File: src/sv/gfc_pkg.sv
// Shared types and codes for the GIF frame compositor.
`timescale 1ns / 1ps
package gfc_pkg;

  localparam int unsigned CANVAS_W = 256;
  localparam int unsigned CANVAS_H = 256;

  typedef enum logic [1:0] {
    FUNC_CLEAR = 2'd0,
    FUNC_FRAME = 2'd1,
    FUNC_PIXEL = 2'd2,
    FUNC_READ  = 2'd3
  } func_e;

  typedef enum logic [1:0] {
    ST_OK       = 2'd0,
    ST_DROPPED  = 2'd1,
    ST_REJECTED = 2'd2,
    ST_RSVD     = 2'd3
  } status_e;

  typedef enum logic [1:0] {
    DISP_NONE = 2'd0,
    DISP_KEEP = 2'd1,
    DISP_BG   = 2'd2,
    DISP_PREV = 2'd3
  } disp_e;

  localparam logic [1:0] CFG_BG = 2'd0;
  localparam logic [1:0] CFG_W  = 2'd1;
  localparam logic [1:0] CFG_H  = 2'd2;

  typedef struct packed {
    logic [1:0] func;
    logic [7:0] frame_left;
    logic [7:0] frame_top;
    logic [8:0] frame_width;
    logic [8:0] frame_height;
    logic       interlaced;
    logic       has_transparent;
    logic [7:0] transparent_index;
    logic [1:0] disposal_mode;
    logic [7:0] pixel_index;
    logic [7:0] read_x;
    logic [7:0] read_y;
  } in_item_t;

  typedef struct packed {
    logic [7:0] pixel_value;
    logic [1:0] status;
    logic       frame_done;
  } out_item_t;

  // Command from front to back end.
  typedef struct packed {
    logic [2:0] op;        // see OP_* codes
    logic [7:0] x;
    logic [7:0] y;
    logic [8:0] w;
    logic [8:0] h;
    logic [7:0] data;
    logic       done;
    logic       bgfill;    // frame start: apply background disposal first
    logic       restore;   // frame start: restore backup first
    logic       backup;    // frame start: back up canvas afterwards
    logic [1:0] status;
  } cmd_t;

  localparam logic [2:0] OP_NONE  = 3'd0;
  localparam logic [2:0] OP_CLEAR = 3'd1;
  localparam logic [2:0] OP_FRAME = 3'd2;
  localparam logic [2:0] OP_WRITE = 3'd3;
  localparam logic [2:0] OP_READ  = 3'd4;

  localparam int unsigned QDEPTH = 4;

endpackage

File: src/sv/gfc_queue.sv
// Small FIFO between front and back end.
`timescale 1ns / 1ps
module gfc_queue (
  input  logic           clk_i,
  input  logic           rst_ni,
  input  logic           push_i,
  output logic           ready_o,
  input  gfc_pkg::cmd_t  data_i,
  output logic           valid_o,
  input  logic           pop_i,
  output gfc_pkg::cmd_t  data_o
);
  import gfc_pkg::*;

  localparam int unsigned AW = $clog2(QDEPTH);
  cmd_t          mem_q [QDEPTH];
  logic [AW-1:0] wp_q, rp_q;
  logic [AW:0]   cnt_q;

  assign ready_o = cnt_q != AW'(0) + (AW+1)'(QDEPTH);
  assign valid_o = cnt_q != '0;
  assign data_o  = mem_q[rp_q];

  always_ff @(posedge clk_i) begin
    if (push_i && ready_o) mem_q[wp_q] <= data_i;
  end

  always_ff @(posedge clk_i or negedge rst_ni) begin
    if (!rst_ni) begin
      wp_q <= '0; rp_q <= '0; cnt_q <= '0;
    end else begin
      if (push_i && ready_o) wp_q <= wp_q + AW'(1);
      if (pop_i && valid_o) rp_q <= rp_q + AW'(1);
      cnt_q <= cnt_q + (AW+1)'(push_i && ready_o) - (AW+1)'(pop_i && valid_o);
    end
  end
endmodule

File: config.mk
export PLATFORM = sky130hd
export DESIGN_NAME = gfc_queue
export DESIGN_NICKNAME = d
export VERILOG_FILES = /design/src/sv/gfc_pkg.sv /design/src/sv/gfc_queue.sv
export SDC_FILE = /design/constraint.sdc
export NUM_CORES = 1
export LEC_CHECK = 0
export BUFFER_PORTS_ARGS = -buffer_cell sky130_fd_sc_hd__buf_4
export CAP_MARGIN = 20
export CORE_AREA = 2 2 136 138
export CTS_BUF_LIST = sky130_fd_sc_hd__clkbuf_8
export CTS_CLUSTER_DIAMETER = 80
export DETAILED_ROUTE_END_ITERATION = 8
export DIE_AREA = 0 0 138 140
export PLACE_DENSITY_LB_ADDON = 0.25
export SLEW_MARGIN = 20
export SYNTH_ARGS = -nofsm -noshare
export SYNTH_HDL_FRONTEND = slang
export SYNTH_SLANG_ARGS = --single-unit
File: constraint.sdc
create_clock -name clk_i -period 2.5 [get_ports clk_i]
set_clock_uncertainty 0.05 [all_clocks]
set_input_delay 0.5 -clock clk_i [delete_from_list [all_inputs] [get_ports clk_i]]
set_output_delay 0.5 -clock clk_i [all_outputs]
set_load 0.01 [all_outputs]
Word-level counts from Yosys, hierarchy flattened
Memories as Yosys holds them, arrays and structs flattened.
Index checks and enable logic that the tools add are counted.
Storage, ports and cells
  bits in registers: 7
  bits in latches: 0
  memory bits (writable): 204
  ROM bits: 0
  input port bits: 55
  output and inout port bits: 53
  word-level logic and storage cells: 14
  memories kept: 1
Operators by class
  $add $sub $neg: 4
  multipliers: 0
  divide/modulo/power cells: 0
  magnitude comparators: 0
  equality and inequality tests: 1
  shift-type cells: 0
  mux-type cells: 2
  bitwise operators: 0
  reductions and logical operators: 3
Memories
  mem_q: depth 4, width 51, rd ports 1, clocked after Yosys merged registers in 0, wr ports 1, RTL line gfc_queue.sv:16  | cmd_t mem_q [QDEPTH];
Operators by type and width (number)
  $add A2 B1 Y2 const B: 2
  $add A3 B1 Y3: 1
  $ne A3 B3 Y1 const B: 1
  $reduce_bool A3 Y1: 1
  $sub A3 B1 Y3: 1
  $logic_and A1 B1 Y1: 2
  $mux W1: 2

Depth between registers and ports, before layout
  word-level depth: 4
  mapped depth: 9
  depth with buffers taken out: 9

Worst setup path after synthesis
Ideal clock, no wire load.
  kind: register to register
  start: register cnt_q[2]
  end: memory mem_q[0][0] (netlist bit), enable pin
  setup time: 414 ps
  arrival time: 1947 ps
  data required time: 2036 ps
  slack: 89 ps
  cell stages (with the launch flop): 3
  path buffers: 0
  period minus slack after synthesis: 2411 ps
  path through: dfrtp_1 -> nor3b_2 -> and3b_1
Between the ends
  longest elaborated chain between the ends: 4
RTL lines
  start: declaration: RTL line gfc_queue.sv:18  | logic [AW:0] cnt_q;
  start signal: assignment: RTL line gfc_queue.sv:34  | cnt_q <= cnt_q + (AW+1)'(push_i && ready_o) - (AW+1)'(pop_i && valid_o);
  $ne A3 B3 Y1: RTL line gfc_queue.sv:20  | assign ready_o = cnt_q != AW'(0) + (AW+1)'(QDEPTH);
  $logic_and A1 B1 Y1: RTL line gfc_queue.sv:25  | if (push_i && ready_o) mem_q[wp_q] <= data_i;
  $mux W1: RTL line gfc_queue.sv:25
  $mux W1 (implied by the code): RTL line gfc_queue.sv:25
  end: declaration: RTL line gfc_queue.sv:16
No other way between the ends.

==> results.yml <==
outcome:
  status: "finished, final reports clean"
sta:
  setup_tns_ns: 0
  max-slew-margin-rel: 0.677
  worst_pin_slew_ns: 0.484
  setup_violations: 0
  min_period_ns: 2.47
  maxSlewViolCount: 0
  rsz0062_at_grt: "true"
  hold_viol_final: 0
  fin_crit_sh: 0.990
  max_freq_ghz: 0.404
cells_and_area:
  area_growth_pct: 25.1
  drive_gt1_frac: 0.479
  nNetsFinal: 531
  final_cells: 715
  antenna_cells: 0
worst_setup_path:
  r2r_end: "cnt_q[2]"
  crit_path_max_fanout: 9
  worstPathRequired_ns: 1.95
  end_kind: "output port"
  r2r-start: "cnt_q[1]"
  cp.arrival_ns: 1.92
  crit_type: "reg -> out"
  r2r_setup_slack_ns: 0.30
  start_kind: "register"
  r2r_cells: 8
synth:
  yosys_warnings: 0
  synth-edff-count: 204
  synth_seq_cells: 211
  synthesis.area_per_instance_um2: 25.6
  synth-async-reset-ratio: 0.0332
  yosysUniqueCellTypes: 22
  ys.flop_type: "edfxtp_1"
  synth_most_common_cell: "edfxtp_1"
  synth_seq_area_share: 0.798
  yosys-top-cells-area: "edfxtp_1 78%, mux4_2 14%, dfrtp_1 2.2%, buf_12 1.3%, mux4_1 1.0%"
  synth_top_area_cell: "edfxtp_1"
  synthesis.area_um2: 7890
  syn_inst: 308
  syn_nets: 370
  synthTopCellsByCount: "204 x edfxtp_1, 48 x mux4_2, 7 x dfrtp_1"
  yosysTopAreaCellShare: 0.776
route:
  wirelength_um: 14500
  wl_per_cell_um: 20.3
  drcViolationCount: 0
  detail-route-antenna-nets: 0
  drt_iter0_drc: 161
  vias: 3670
  vias_per_cell: 5.13
  first_pass_iters: 4
power:
  switchingPower_mw: 3.32
  p_leak_nw: 3.47
  clock_power_share: 0.221
  power_frac_comb: 0.362
  total_power_mw: 11.7
  power_density_nw_per_um2: 1180
  switching_share: 0.284
  p_seq_frac: 0.418
  internal_power_mw: 8.37
  irDropWorstVdd_uv: 787
hold_path:
  holdPathStages: 1
  min_from: "data_i[20]"
  holdCritPathClass: "in -> reg"
  holdPathEnd: "mem_q[0][20]"
placement:
  io_buffers: 107
  dp_cells: 648
  gp_congestion: 0.744
  dpl.hpwl_um: 8610
floorplanning:
  io_pins: 108
  core_area_um2: 17800
  die_area_um2: 19300
  die-height_um: 140
  start_util: 0.444
  rows: 49
  die_width_um: 138
clock_network:
  cts_sinks: 211
  root_buffer: "clkbuf_8"
  clockBufferDepth: 3
  cts_made_buffers: 36
  cts-htree-levels: 2
  cts_tree: "done"
  path_clk_slew_ns: 0.05
  clk_latency_ns: 0.49
grt:
  antenna_found_initial: 0
  grt_max_degree: 31
  grt_pass1_vias: 3992
  grt.total_usage: 0.148
  overflow: 0
  grt_pass1_wl_um: 21800
job:
  maxCapViolCount: 0
-- cell families (layout without fill, tap and decap cells) --
kind of cell	Yosys count	after routing	synth area share
and+or+nand+nor	13	13	0.0133
xor gates and xnor gates	4	4	0.00444
adders and majority gates	7	7	0.0120
muxes	51	51	0.147
AOI/OAI and AO/OA	4	4	0.00412
buffers and inverters	18	196	0.0206
DFF	211	211	0.798
-- sequential cells by signal, summed over array words and instances, names as in the netlist --
signal and cells:
cnt_q 3, wp_q 2, rp_q 2, mem_q 204
-- timing repair --
item,CTS,global route
pin swaps,0,0
hold buffers,1,0
buffers inserted,5,3
endpoints found under the hold margin,7,0
resized for setup,21,16
cloned,0,3
setup endpoints to repair,43,49
-- critical path, stage by stage, from the launching register on --
cell and delay (ns):
dfrtp_4 0.42, buf_12 0.15, buf_12 0.16, mux4_2 0.54
buf_6 0.14
-- worst max-delay path by stage --
| stage | slack [ns] | startpoint | depth (start not counted) | end |
|---|---|---|---|---|
| after floorplan | 0.09 | cnt_q[2] | 2 | mem_q[0][0] |
| after global placement | 0.36 | rp_q[0] | 3 | data_o[50] |
| after detailed placement | 0.29 | cnt_q[1] | 8 | cnt_q[2] |
| after CTS | -0.05 | rp_q[0] | 3 | data_o[16] |
| after global routing | -0.04 | rp_q[0] | 4 | data_o[42] |
| final | 0.03 | rp_q[0] | 4 | data_o[16] |
-- routing by layer --
metal,track usage,wire length [um],up-vias
met5,0,0,-
met2,0.242,7160,101
met1,0.191,6230,1922
met4,0.0446,195,0
met3,0.0492,903,15
li1,-,-,1632
-- stage by stage --
| stage | hold WS (ns) | util | worst slack, ns | instance area, um^2 |
|---|---|---|---|---|
| after floorplan | 0.154 | - | 0.0887 | 7890 |
| after global placement | 0.269 | 0.507 | 0.360 | 9020 |
| after detailed placement | 0.272 | 0.507 | 0.290 | 9020 |
| after CTS | 0.113 | 0.547 | -0.0481 | 9730 |
| after global routing | 0.110 | 0.555 | -0.0407 | 9870 |
| final | 0.146 | 0.555 | 0.0261 | 9870 |
-- power groups by stage --
stage,sequential (mW),combinational (mW),clock [mW]
after floorplan,4.90,2.30,0
after global placement,4.97,3.70,0
after detailed placement,5.01,3.72,0
after CTS,4.91,4.00,2.68
after global routing,4.94,4.53,2.83
final,4.88,4.23,2.58
-- layout make-up --
cell class	count	area [um^2]
flip-flops and latches	211	6310
clock inverters	17	71.3
multi-input cells	79	1420
fillers	1381	7910
clock buffers	38	523
inverters	6	22.5
repair buffers	135	1240
well taps	229	287
-- cell usage in the layout, fill, tap and decap left out --
cell / count
edfxtp_1: 204
buf_4: 97
mux4_2: 51
clkbuf_8: 38
buf_6: 27
inv_1: 12
clkinv_1: 8
ha_1: 6
buf_12: 6
dfrtp_1: 5
nand2b_1: 4
and3b_2: 4
xnor2_1: 3
nand4bb_1: 2
o211ai_1: 2
clkinv_2: 2
clkbuf_16: 2
buf_8: 2
nor3b_2: 1
o31a_1: 1
or3_1: 1
xor2_1: 1
o311ai_0: 1
nand2_1: 1
fa_1: 1
inv_6: 1
dlygate4sd3_1: 1
dfrtp_4: 1
dfrtp_2: 1
Note: power is estimated with default switching activity, not from simulation.
