[config.mk]
export PLATFORM = sky130hd
export DESIGN_NAME = gfc_front
export DESIGN_NICKNAME = d
export VERILOG_FILES = /design/src/sv/gfc_pkg.sv /design/src/sv/gfc_front.sv
export SDC_FILE = /design/constraint.sdc
export NUM_CORES = 1
export LEC_CHECK = 0
export ABC_AREA = 1
export BUFFER_PORTS_ARGS = -buffer_cell sky130_fd_sc_hd__buf_2
export CORE_ASPECT_RATIO = 1.1
export CORE_UTILIZATION = 45
export CTS_BUF_LIST = sky130_fd_sc_hd__clkbuf_8
export CTS_CLUSTER_DIAMETER = 30
export CTS_CLUSTER_SIZE = 30
export DETAILED_ROUTE_END_ITERATION = 10
export GPL_TIMING_DRIVEN = 0
export HOLD_SLACK_MARGIN = 0.02
export PLACE_DENSITY = 0.77
export SYNTH_ARGS = -nofsm -noshare
export SYNTH_HDL_FRONTEND = slang
export SYNTH_SLANG_ARGS = --single-unit
[constraint.sdc]
create_clock -name clk_i -period 3.9 [get_ports clk_i]
set_input_delay 0.78 -clock clk_i [delete_from_list [all_inputs] [get_ports clk_i]]
set_output_delay 0.78 -clock clk_i [all_outputs]
set_load 0.01 [all_outputs]
[src/sv/gfc_pkg.sv]
// Shared types and codes for the GIF frame compositor.
`timescale 1ns / 1ps
package gfc_pkg;

  localparam int unsigned CANVAS_W = 256;
  localparam int unsigned CANVAS_H = 256;

  typedef enum logic [1:0] {
    FUNC_CLEAR = 2'd0,
    FUNC_FRAME = 2'd1,
    FUNC_PIXEL = 2'd2,
    FUNC_READ  = 2'd3
  } func_e;

  typedef enum logic [1:0] {
    ST_OK       = 2'd0,
    ST_DROPPED  = 2'd1,
    ST_REJECTED = 2'd2,
    ST_RSVD     = 2'd3
  } status_e;

  typedef enum logic [1:0] {
    DISP_NONE = 2'd0,
    DISP_KEEP = 2'd1,
    DISP_BG   = 2'd2,
    DISP_PREV = 2'd3
  } disp_e;

  localparam logic [1:0] CFG_BG = 2'd0;
  localparam logic [1:0] CFG_W  = 2'd1;
  localparam logic [1:0] CFG_H  = 2'd2;

  typedef struct packed {
    logic [1:0] func;
    logic [7:0] frame_left;
    logic [7:0] frame_top;
    logic [8:0] frame_width;
    logic [8:0] frame_height;
    logic       interlaced;
    logic       has_transparent;
    logic [7:0] transparent_index;
    logic [1:0] disposal_mode;
    logic [7:0] pixel_index;
    logic [7:0] read_x;
    logic [7:0] read_y;
  } in_item_t;

  typedef struct packed {
    logic [7:0] pixel_value;
    logic [1:0] status;
    logic       frame_done;
  } out_item_t;

  // Command from front to back end.
  typedef struct packed {
    logic [2:0] op;        // see OP_* codes
    logic [7:0] x;
    logic [7:0] y;
    logic [8:0] w;
    logic [8:0] h;
    logic [7:0] data;
    logic       done;
    logic       bgfill;    // frame start: apply background disposal first
    logic       restore;   // frame start: restore backup first
    logic       backup;    // frame start: back up canvas afterwards
    logic [1:0] status;
  } cmd_t;

  localparam logic [2:0] OP_NONE  = 3'd0;
  localparam logic [2:0] OP_CLEAR = 3'd1;
  localparam logic [2:0] OP_FRAME = 3'd2;
  localparam logic [2:0] OP_WRITE = 3'd3;
  localparam logic [2:0] OP_READ  = 3'd4;

  localparam int unsigned QDEPTH = 4;

endpackage

[src/sv/gfc_front.sv]
// Front end: frame and cursor tracking, classification of items into commands.
`timescale 1ns / 1ps
module gfc_front (
  input  logic               clk_i,
  input  logic               rst_ni,
  input  logic               valid_i,
  output logic               ready_o,
  input  gfc_pkg::in_item_t  item_i,
  input  logic [8:0]         eff_w_i,
  input  logic [8:0]         eff_h_i,
  input  logic [7:0]         bg_i,
  output logic               cmd_valid_o,
  input  logic               cmd_ready_i,
  output gfc_pkg::cmd_t      cmd_o
);
  import gfc_pkg::*;

  logic [1:0] pend_disp_q, pend_disp_d;
  logic [7:0] pl_q, pl_d, pt_q, pt_d;
  logic [8:0] pw_q, pw_d, ph_q, ph_d;
  logic [7:0] al_q, al_d, at_q, at_d, atr_q, atr_d;
  logic [8:0] aw_q, aw_d, ah_q, ah_d;
  logic       ail_q, ail_d, aht_q, aht_d;
  logic [1:0] pass_q, pass_d;
  logic [8:0] row_q, row_d, col_q, col_d;
  logic       act_q, act_d, seen_q, seen_d;
  cmd_t       c;
  logic       acc;
  logic [9:0] xe, ye, nrow;
  logic [8:0] ncol;
  logic [3:0] step;

  assign ready_o = cmd_ready_i;
  assign cmd_valid_o = valid_i;
  assign acc = valid_i && cmd_ready_i;
  assign cmd_o = c;

  always_comb begin
    pend_disp_d = pend_disp_q; pl_d = pl_q; pt_d = pt_q; pw_d = pw_q; ph_d = ph_q;
    al_d = al_q; at_d = at_q; aw_d = aw_q; ah_d = ah_q; ail_d = ail_q;
    aht_d = aht_q; atr_d = atr_q; pass_d = pass_q; row_d = row_q; col_d = col_q;
    act_d = act_q; seen_d = seen_q;
    c = '0;
    c.op = OP_NONE;
    c.status = ST_OK;
    xe = {2'b0, item_i.frame_left} + {1'b0, item_i.frame_width};
    ye = {2'b0, item_i.frame_top} + {1'b0, item_i.frame_height};
    ncol = col_q + 9'd1;
    unique case (pass_q)
      2'd0, 2'd1: step = 4'd8;
      2'd2: step = 4'd4;
      default: step = 4'd2;
    endcase
    nrow = {1'b0, row_q} + (ail_q ? {6'b0, step} : 10'd1);
    unique case (func_e'(item_i.func))
      FUNC_CLEAR: begin
        c.op = OP_CLEAR;
        c.data = bg_i;
        c.w = 9'(CANVAS_W);
        c.h = 9'(CANVAS_H);
      end
      FUNC_FRAME: begin
        if (item_i.frame_width == '0 || item_i.frame_height == '0 ||
            xe > {1'b0, eff_w_i} || ye > {1'b0, eff_h_i}) begin
          c.status = ST_REJECTED;
          act_d = 1'b0;
        end else begin
          c.op = OP_FRAME;
          c.bgfill = seen_q && pend_disp_q == DISP_BG;
          c.restore = seen_q && pend_disp_q == DISP_PREV;
          c.backup = item_i.disposal_mode == DISP_PREV;
          c.x = pl_q; c.y = pt_q; c.data = bg_i;
          // clip stale rectangle to canvas
          c.w = ({2'b0, pl_q} + {1'b0, pw_q} > {1'b0, eff_w_i}) ?
                9'(eff_w_i - {1'b0, pl_q}) : pw_q;
          c.h = ({2'b0, pt_q} + {1'b0, ph_q} > {1'b0, eff_h_i}) ?
                9'(eff_h_i - {1'b0, pt_q}) : ph_q;
          if ({1'b0, pl_q} >= eff_w_i || {1'b0, pt_q} >= eff_h_i) c.bgfill = 1'b0;
          al_d = item_i.frame_left; at_d = item_i.frame_top;
          aw_d = item_i.frame_width; ah_d = item_i.frame_height;
          ail_d = item_i.interlaced; aht_d = item_i.has_transparent;
          atr_d = item_i.transparent_index;
          pass_d = '0; row_d = '0; col_d = '0;
          act_d = 1'b1; seen_d = 1'b1;
          pend_disp_d = item_i.disposal_mode;
          pl_d = item_i.frame_left; pt_d = item_i.frame_top;
          pw_d = item_i.frame_width; ph_d = item_i.frame_height;
        end
      end
      FUNC_PIXEL: begin
        if (!act_q) begin
          c.status = ST_DROPPED;
        end else begin
          // rectangle was validated, so position is always on the store
          if (!(aht_q && item_i.pixel_index == atr_q)) c.op = OP_WRITE;
          c.x = 8'(al_q + col_q[7:0]);
          c.y = 8'(at_q + row_q[7:0]);
          c.data = item_i.pixel_index;
          col_d = ncol;
          if (ncol >= aw_q) begin
            col_d = '0;
            if (!ail_q) begin
              row_d = nrow[8:0];
              if (nrow >= {1'b0, ah_q}) begin act_d = 1'b0; c.done = 1'b1; end
            end else if (nrow < {1'b0, ah_q}) begin
              row_d = nrow[8:0];
            end else begin
              // walk forward through passes whose start row fits
              priority if (pass_q == 2'd0 && ah_q > 9'd4) begin
                pass_d = 2'd1; row_d = 9'd4;
              end else if (pass_q <= 2'd1 && ah_q > 9'd2) begin
                pass_d = 2'd2; row_d = 9'd2;
              end else if (pass_q <= 2'd2 && ah_q > 9'd1) begin
                pass_d = 2'd3; row_d = 9'd1;
              end else begin
                act_d = 1'b0; c.done = 1'b1;
              end
            end
          end
        end
      end
      default: begin
        c.op = OP_READ;
        c.x = item_i.read_x; c.y = item_i.read_y;
        if ({1'b0, item_i.read_x} >= eff_w_i || {1'b0, item_i.read_y} >= eff_h_i)
          c.op = OP_NONE;
      end
    endcase
  end

  always_ff @(posedge clk_i or negedge rst_ni) begin
    if (!rst_ni) begin
      pend_disp_q <= '0; pl_q <= '0; pt_q <= '0; pw_q <= '0; ph_q <= '0;
      al_q <= '0; at_q <= '0; aw_q <= '0; ah_q <= '0; ail_q <= 1'b0;
      aht_q <= 1'b0; atr_q <= '0; pass_q <= '0; row_q <= '0; col_q <= '0;
      act_q <= 1'b0; seen_q <= 1'b0;
    end else if (acc) begin
      pend_disp_q <= pend_disp_d; pl_q <= pl_d; pt_q <= pt_d; pw_q <= pw_d;
      ph_q <= ph_d; al_q <= al_d; at_q <= at_d; aw_q <= aw_d; ah_q <= ah_d;
      ail_q <= ail_d; aht_q <= aht_d; atr_q <= atr_d; pass_q <= pass_d;
      row_q <= row_d; col_q <= col_d; act_q <= act_d; seen_q <= seen_d;
    end
  end
endmodule

## Yosys cells after proc, flatten, opt, wreduce, memory -nomap -nowiden

Cells that the tools add are included.

| cells by class | value |
|---|---|
| equal/unequal tests | 15 |
| reduce and logical (&&, ||, !) cells | 23 |
| order comparisons | 16 |
| muxes and demuxes | 58 |
| $add $sub $neg | 10 |
| bitwise gates (word level) | 1 |

Operators by type and width:

| kind | number |
|---|---|
| $mux W9 | 13 |
| $pmux W16 S3 | 1 |
| $mux W44 | 1 |
| $add A8 B9 Y10 | 4 |
| $gt A10 B9 Y1 | 4 |
| $ge A8 B9 Y1 | 4 |
| $pmux W18 S2 | 1 |
| $pmux W9 S2 | 2 |
| $pmux W8 S3 | 1 |
| $mux W2 | 10 |
| $mux W1 | 19 |
| $logic_not A9 Y1 | 2 |
| $mux W18 | 1 |
| $sub A9 B8 Y9 | 2 |
| $add A8 B8 Y8 | 2 |
| $add A9 B4 Y10 | 1 |
| $eq A2 B2 Y1 const B | 5 |
| $ge A10 B9 Y1 | 1 |
| $lt A10 B9 Y1 | 1 |
| $ne A2 B2 Y1 const B | 5 |
| $add A9 B1 Y9 const B | 1 |
| $ge A9 B9 Y1 | 1 |
| $gt A9 B1 Y1 const B | 1 |
| $gt A9 B2 Y1 const B | 1 |
| other kinds (24) | 39 |

| storage, ports and cells | value |
|---|---|
| logic and storage cells | 136 |
| output and inout port bits | 53 |
| bits in registers | 68 |

## Depth between registers and ports, before layout

Gate-level depths: netlist (run 1).

| logic depth | value |
|---|---|
| depth in word-level cells | 11 |
| depth in mapped cells | 26 |
| mapped depth without buffers | 25 |

## Worst setup path before layout (run 1)

OpenSTA, ideal clock, no wires.

| path | value |
|---|---|
| path kind | input to output |
| from | input port item_i[36] (netlist name) |
| to | output port cmd_o[32] (netlist name) |
| cell stages on the path | 20 |
| data required time | 3120 ps |
| slack | -308 ps |
| arrival time | 3428 ps |
| path buffers | 1 |
| cell sequence | ha_1 -> fa_1 -> nand3_1 -> nand2_1 -> a21oi_1 -> o21bai_1 -> nand2_1 -> nand2_1 -> a21oi_1 -> xnor2_1 -> ha_1 -> nand3_1 -> nor2_1 -> nand2_1 -> a21oi_2 -> nand2_2 -> nor2_4 -> buf_2 -> nand2_1 -> a21oi_1 |

RTL lines:

| element | RTL line | RTL |
|---|---|---|
| start: declaration | gfc_front.sv:8 | `input gfc_pkg::in_item_t item_i,` |
| end: declaration | gfc_front.sv:14 | `output gfc_pkg::cmd_t cmd_o` |

==> results of run 1 <==
## how the worst max path moves through the flow
stage / endpoint / slack (ns) / cells past startpoint
finish: cmd_o[4] / -0.89 / 23
global route: cmd_o[38] / -1.04 / 23
CTS: cmd_o[4] / -0.79 / 23
detailed placement: cmd_o[4] / -1.08 / 22
global placement: cmd_o[4] / -1.04 / 22
floorplan: cmd_o[33] / -0.16 / 20
## kinds of logic after synthesis
kind of cell	after synthesis	synth area share, %
compound gates	194	11.98
simple gates	662	31.14
flops	68	18.95
fa+ha+maj	150	21.65
xor+xnor	57	5.559
buf+inv	236	10.71
## worst max-delay path, cell delays in order
cell	delay (ns)
buf_8	0.10
ha_4	0.16
fa_2	0.37
nand3_2	0.09
nand2_2	0.06
a21oi_2	0.15
o21bai_1	0.09
nand2_1	0.07
nand2_1	0.06
a21oi_2	0.18
xnor2_2	0.15
ha_1	0.27
buf_4	0.13
nand2_1	0.06
nand2_2	0.07
a21oi_4	0.29
nand2_4	0.09
nor2_4	0.16
buf_12	0.16
buf_12	0.16
nand2_4	0.05
nor3_4	0.13
buf_2	0.16
## power breakdown
group / internal, W / switching [W] / total (W)
Combinational: 0.00154 / 0.00227 / 0.00382
Sequential: 0.000923 / 0.000457 / 0.00138
Clock: 0.000378 / 0.000296 / 0.000673
Total: 0.00285 / 0.00303 / 0.00587
## sequential cells by signal, summed over array words and instances, names as in the netlist
signal       count
col_q            9
aw_q             9
aht_q            1
seen_q           1
ah_q             9
at_q             8
pend_disp_q      2
pass_q           2
act_q            1
row_q            9
atr_q            8
al_q             8
ail_q            1
## repair_timing
action / in CTS / in global routing
setup endpoints to repair: 59 / 93
buffers inserted: 22 / 18
cloned: 1 / 4
pin swaps: 31 / 42
resized for setup: 72 / 95
hold buffers: 0 / 0
## cell usage in the layout, fill, tap and decap left out, types with 21 or more instances in the layout
cell / count
a21oi_1: 77
a21oi_2: 24
buf_2: 149
buf_4: 38
dfrtp_1: 65
ha_1: 132
inv_1: 192
nand2_1: 351
nand2_2: 36
nand3_1: 104
nand4_1: 38
nor2_1: 80
o21ai_0: 40
xnor2_1: 21
xor2_1: 33
## cell type report
cell class                      instances  area, um^2
Fill cell                            1776        7860
Multi-Input combinational cell       1063        6875
Sequential cell                        68        1705
Timing Repair Buffer                  197        1236
Inverter                              199       759.5
Buffer                                 36       327.8
Tap cell                              247       309.0
Clock buffer                           10       137.6
Clock inverter                          6       86.33
## per-layer routing
layer | routed length (um) | global-route usage, % | part of all wire, %
met1 | 12470 | 37.14 | 40
met2 | 14340 | 49.92 | 46
met3 | 2337 | 3.973 | 7.6
met4 | 1736 | 15.67 | 5.6
met5 | 12 | 0 | 0.039
## stage by stage
step / setup slack [ns] / setup TNS (ns) / instance area (um^2) / hold slack, ns / std cells
6_report: -0.8944 / -39.36 / 11440 / 0.4796 / 1826
5_1_grt: -1.037 / -52.02 / 11440 / 0.5101 / 1826
4_1_cts: -0.7892 / -33.58 / 10930 / 0.4776 / 1806
3_5_place_dp: -1.081 / -62.36 / 10200 / 0.4584 / 1768
3_3_place_gp: -1.042 / -57.75 / 10200 / 0.4521 / 1768
2_1_floorplan: -0.1568 / -5.173 / 9121 / 0.4333 / 1367
==> metrics.md, run 1 <==
| Metric | Value |
|---|---|
| Outcome | finished with violations |
| Failing checks | negative setup slack |
| Async set-reset flop share out of synthesis | 100.0% |
| Clock Path Buffers | 2 |
| Synth top area share | 19.65% |
| Hold Crit Class | reg -> reg |
| Power density over the cells | between 500 and 600 mW/mm^2 |
| I/O Pins | 155 |
| Initial antenna violation count | 1 |
| Max-slew violations | 0 |
| Vias in the first global route | 9,466 |
| Crit. End Element | primary output |
| Max_cap viols | 0 |
| Chip width | between 100 and 150 um |
| Grt ovf | 0 |
| Dominant cell type by area after synthesis | ha_1 |
| Iteration-0 DRC Markers | 843 |
| Fmax achieved | 0.2086 GHz |
| Gate count after technology mapping | about 1,400 |
| Post-synth EDFFs | 0 |
| Post-synthesis sequential area ratio | 18.95% |
| Req. time, crit path | 3.12 ns |
| Hold Crit Endpoint | pend_disp_q[1] |
| Netlist cell types | 40 |
| Most frequent cell after synthesis | nand2_1 |
| Final wirelength | 30,900 um |
| P_leak | 6.466 nW |
| Period utilisation layout | 122.9% |
| Die span in y | 150.2 um |
| Largest net degree at the start of global routing | 69 |
| Minimum clock period | 4.794 ns |
| Clock Skews | 0.01422 ns |
| Die area | 0.02053 mm^2 |
| Post-synth top cells | nand2_1, inv_1, ha_1 |
| Clk_lat worst skew | 0.37 ns |
| Pwr Total | 0.005872 W |
| I/O Buffers | 154 |
| Setup CP Type | in -> out |
| Slew Limit Headroom | 40.98% |
| H-tree levels | 3 |
| GRT Resource Usage Total | 29.82% |
| Top post-synthesis cells by area | ha_1, dfrtp_1, nand2_1, inv_1, nand3_1 |
| CP arrival | 4.01 ns |
| Reg clk slew, reported paths | ~0.07 ns |
| Final hold violations | 0 |
| R2R depth | 25 |
| Via count | 10,110 |
| Mapped Nets | 1,619 |
| Fin util | 59.27% |
| Nets | 1,826 |
| DRT Pass-1 Iters | 7 |
| RSZ-0062 raised after global routing | true |
| Worst-margin pin slew | 0.8853 ns |
| Final worst slack | -0.8944 ns |
| Synth Warn # | 0 |
| Worst hold start | pend_disp_q[1] |
| Setup violators final | 76 |
| Critical path origin | item_i[54] |
| Worst reg2reg startpoint | ail_q |
| First-pass GRT wire length | 46,550 um |
| Top fanout value on the critical path | 7 |
| Root buf cell | clkbuf_8 |
| Setup crit start kind | primary input |
| CTS tree | yes |
| Worst reg-to-reg setup slack | roughly 0.19 ns |
| TritonCTS buffer count | 9 |
| Total core area | 0.01930 mm^2 |
| Starting Density | 46.53% |
| Wire length per cell | ~17 um |
| Hold Crit Depth | 2 |
| Share of layout cells above drive strength 1 | between 20% and 30% |
| Synthesized cell area | 0.008980 mm^2 |
| #FFs+latches synth | 68 |
| TritonCTS Sinks | 68 |
| Avg Vias per Cell | 5.537 |
| Area growth from synthesis to layout | 27.36% |
| Row count | 53 |
| Gpl congestion | between 0.9 and 1 |
| Top_reg_cell synth | dfrtp_1 |
| Max VDD drop | 0.0004161 V |
| Antenna fix cells | 0 |
| Avg Inst Size Synth | 6.569 um^2 |
| Drc violations | 0 |
| ANT nets after route | 0 |
| RR Endpoint | row_q[7] |
| HPWL Detailed | 23,570 um |
No activity file was read; power rests on OpenSTA's default activity.
==> inputs of run 2 (changes only) <==
--- a/config.mk
+++ b/config.mk
@@ -9,8 +9,7 @@
 export BUFFER_PORTS_ARGS = -buffer_cell sky130_fd_sc_hd__buf_2
 export CORE_ASPECT_RATIO = 1.1
 export CORE_UTILIZATION = 45
-export CTS_BUF_LIST = sky130_fd_sc_hd__clkbuf_8
-export CTS_CLUSTER_DIAMETER = 30
+export CTS_CLUSTER_DIAMETER = 200
 export CTS_CLUSTER_SIZE = 30
 export DETAILED_ROUTE_END_ITERATION = 10
 export GPL_TIMING_DRIVEN = 0
==> run 2 against run 1 <==
Against the previous run:
- the run still ends with negative setup slack left
- combinational power barely moved
- critical path depth did not move
- critical path type unchanged
- fmax rose by 0.29%
- non-clock buffer count fell by 3
- clock skew fell by 0.0079 ns
- die area did not move
==> metrics.md, run 2 (same netlist as run 1, synthesis figures left out) <==
| Metric | Value |
|---|---|
| ANT nets after route | 0 (unchanged) |
| Share of layout cells above drive strength 1 | 22.27% (was 23.12%) |
| Largest net degree at the start of global routing | 69 (unchanged) |
| Max-slew violations | 0 (unchanged) |
| Initial antenna violation count | 1 (unchanged) |
| Worst hold start | seen_q (was pend_disp_q[1]) |
| Finished Layout Cells | 1,823 (was 1,826) |
| Clk_lat worst skew | 0.34 ns (was 0.37 ns) |
| Total core area | 0.01930 mm^2 (unchanged) |
| Worst reg-to-reg setup slack | 0.15 ns (was 0.19 ns) |
| Setup crit start kind | primary input (unchanged) |
| Starting Density | 46.53% (unchanged) |
| TritonCTS buffer count | 9 (unchanged) |
| H-tree levels | 3 (unchanged) |
| Gpl congestion | 0.9750 (unchanged) |
| Max_cap viols | 0 (unchanged) |
| DRT Pass-1 Iters | 5 (was 7) |
| I/O Pins | 155 (unchanged) |
| Commonest non-fill, non-tap cell in the layout | nand2_1 (unchanged) |
| Hold Crit Depth | 2 (unchanged) |
| Worst reg2reg startpoint | ail_q (unchanged) |
| Setup violators final | 77 (was 76) |
| Hold slack | 0.4812 ns (was 0.4796 ns) |
| Commonest non-fill, non-tap cells in the layout | nand2_1, inv_1, buf_2, ha_1, nand3_1 (unchanged) |
| Antenna fix cells | 0 (unchanged) |
| First-pass GRT wire length | 47,220 um (was 46,550 um) |
| Placed inst area | 0.01020 mm^2 (unchanged) |
| Hold Crit Class | reg -> reg (unchanged) |
| Crit. End Element | primary output (unchanged) |
| Grt ovf | 0 (unchanged) |
| P_leak | 6.545 nW (was 6.466 nW) |
| Clock Skews | 0.006295 ns (was 0.01422 ns) |
| Vias in the first global route | 9,550 (was 9,466) |
| Area growth from synthesis to layout | 28.61% (was 27.36%) |
| Period utilisation layout | 122.6% (was 122.9%) |
| Worst-margin pin slew | 0.9014 ns (was 0.8853 ns) |
| HPWL Detailed | 23,570 um (unchanged) |
| Fmax achieved | 0.2092 GHz (was 0.2086 GHz) |
| CP arrival | 4.00 ns (was 4.01 ns) |
| Via count | 10,150 (was 10,110) |
| Reg clk slew, reported paths | 0.06 ns (was 0.07 ns) |
| Cts hold-fix bufs | 0 (unchanged) |
| Final worst slack | -0.8804 ns (was -0.8944 ns) |
| Root buf cell | clkbuf_16 (was clkbuf_8) |
| Clock Path Buffers | 2 (unchanged) |
| Final hold violations | 0 (unchanged) |
| RSZ-0062 raised after global routing | true (unchanged) |
| Iteration-0 DRC Markers | 874 (was 843) |
| Failing checks | negative setup slack (unchanged) |
| Power density over the cells | 528.2 mW/mm^2 (was 513.4 mW/mm^2) |
| Final wirelength | 31,630 um (was 30,900 um) |
| Top fanout value on the critical path | 7 (unchanged) |
| Avg Vias per Cell | 5.568 (was 5.537) |
| Die area | 0.02053 mm^2 (unchanged) |
| Hold Crit Endpoint | seen_q (was pend_disp_q[1]) |
| RR Endpoint | row_q[7] (unchanged) |
| Slew Limit Headroom | 39.91% (was 40.98%) |
| R2R depth | 25 (unchanged) |
| DP Cell Count | 1,768 (unchanged) |
| Req. time, crit path | 3.12 ns (about the same) |
| Design area | 0.01155 mm^2 (was 0.01144 mm^2) |
| GRT Resource Usage Total | 30.27% (was 29.82%) |
| Minimum clock period | 4.780 ns (was 4.794 ns) |
| Outcome | finished with violations (unchanged) |
| Die span in y | 150.2 um (unchanged) |
| I/O Buffers | 154 (unchanged) |
| Setup CP Type | in -> out (unchanged) |
| CTS tree | yes (unchanged) |
| Drc violations | 0 (unchanged) |
| Wire length per cell | 17.35 um (was 16.92 um) |
| Nets | 1,823 (was 1,826) |
| Max VDD drop | 0.0004032 V (was 0.0004161 V) |
| TritonCTS Sinks | 68 (unchanged) |
| Row count | 53 (unchanged) |
| Chip width | 136.7 um (unchanged) |
run 2: worst max-delay path by stage:
| stage | slack [ns] | endpoint | start |
|---|---|---|---|
| finish | -0.88 | cmd_o[34] | item_i[36] |
| global route | -0.99 | cmd_o[46] | item_i[36] |
| CTS | -0.81 | cmd_o[43] | item_i[54] |
| detailed placement | -1.08 | cmd_o[4] | item_i[36] |
| global placement | -1.04 | cmd_o[4] | item_i[36] |
| floorplan | -0.16 | cmd_o[33] | item_i[36] |
run 2: power by group:
group	total, W	internal [W]	switching (W)
Combinational	0.00382	0.00152	0.00230
Clock	0.000903	0.000577	0.000326
Sequential	0.00138	0.000924	0.000453
Total	0.00610	0.00302	0.00308
run 2: worst max-delay path, stage by stage:
cell and delay, ns:
buf_8 0.10, ha_4 0.16, fa_2 0.37, nand3_2 0.09, nand2_2 0.06, a21oi_2 0.15, o21bai_1 0.09, nand2_1 0.07
nand2_1 0.06, a21oi_2 0.16, xnor2_2 0.14, ha_1 0.27, buf_4 0.13, nand2_1 0.06, nand2_2 0.07, a21oi_4 0.29
nand2_4 0.09, nor2_4 0.18, buf_12 0.17, clkbuf_16 0.16, nand2_2 0.05, a21oi_2 0.14, buf_2 0.15
run 2: layout make-up:
cell class | count | area (um^2)
clock buffers | 10 | 239.0
flip-flops and latches | 68 | 1705
inverters | 199 | 757.0
well taps | 247 | 309.0
repair buffers | 196 | 1284
multi-input cells | 1063 | 6872
clock inverters | 6 | 86.33
fillers | 1733 | 7749
plain buffers | 34 | 296.5
run 2: metal layers:
layer	vias up	part of all wire, %	track usage [%]
met1	4625	39	37.56
met2	507	47	50.30
met4	0	5.4	16.56
met5	-	0	0
met3	126	8.6	4.343
li1	4893	-	-
run 2: timing repair:
action,4_1_cts,5_1_grt
setup buffers,27,10
gates cloned,2,5
resized for setup,86,74
hold endpoints to repair,0,0
endpoints found under the setup margin,60,105
pin swaps,35,39
run 2: metrics by stage:
step | setup slack, ns | power (W) | utilization, % | TNS (ns)
6_report | -0.8804 | 0.006100 | 59.85 | -38.03
5_1_grt | -0.9932 | 0.006627 | 59.85 | -49.34
4_1_cts | -0.8051 | 0.005811 | 57.84 | -33.50
3_5_place_dp | -1.081 | 0.004613 | 52.88 | -62.36
3_3_place_gp | -1.042 | 0.004517 | 52.86 | -57.75
2_1_floorplan | -0.1568 | 0.003670 | - | -5.173
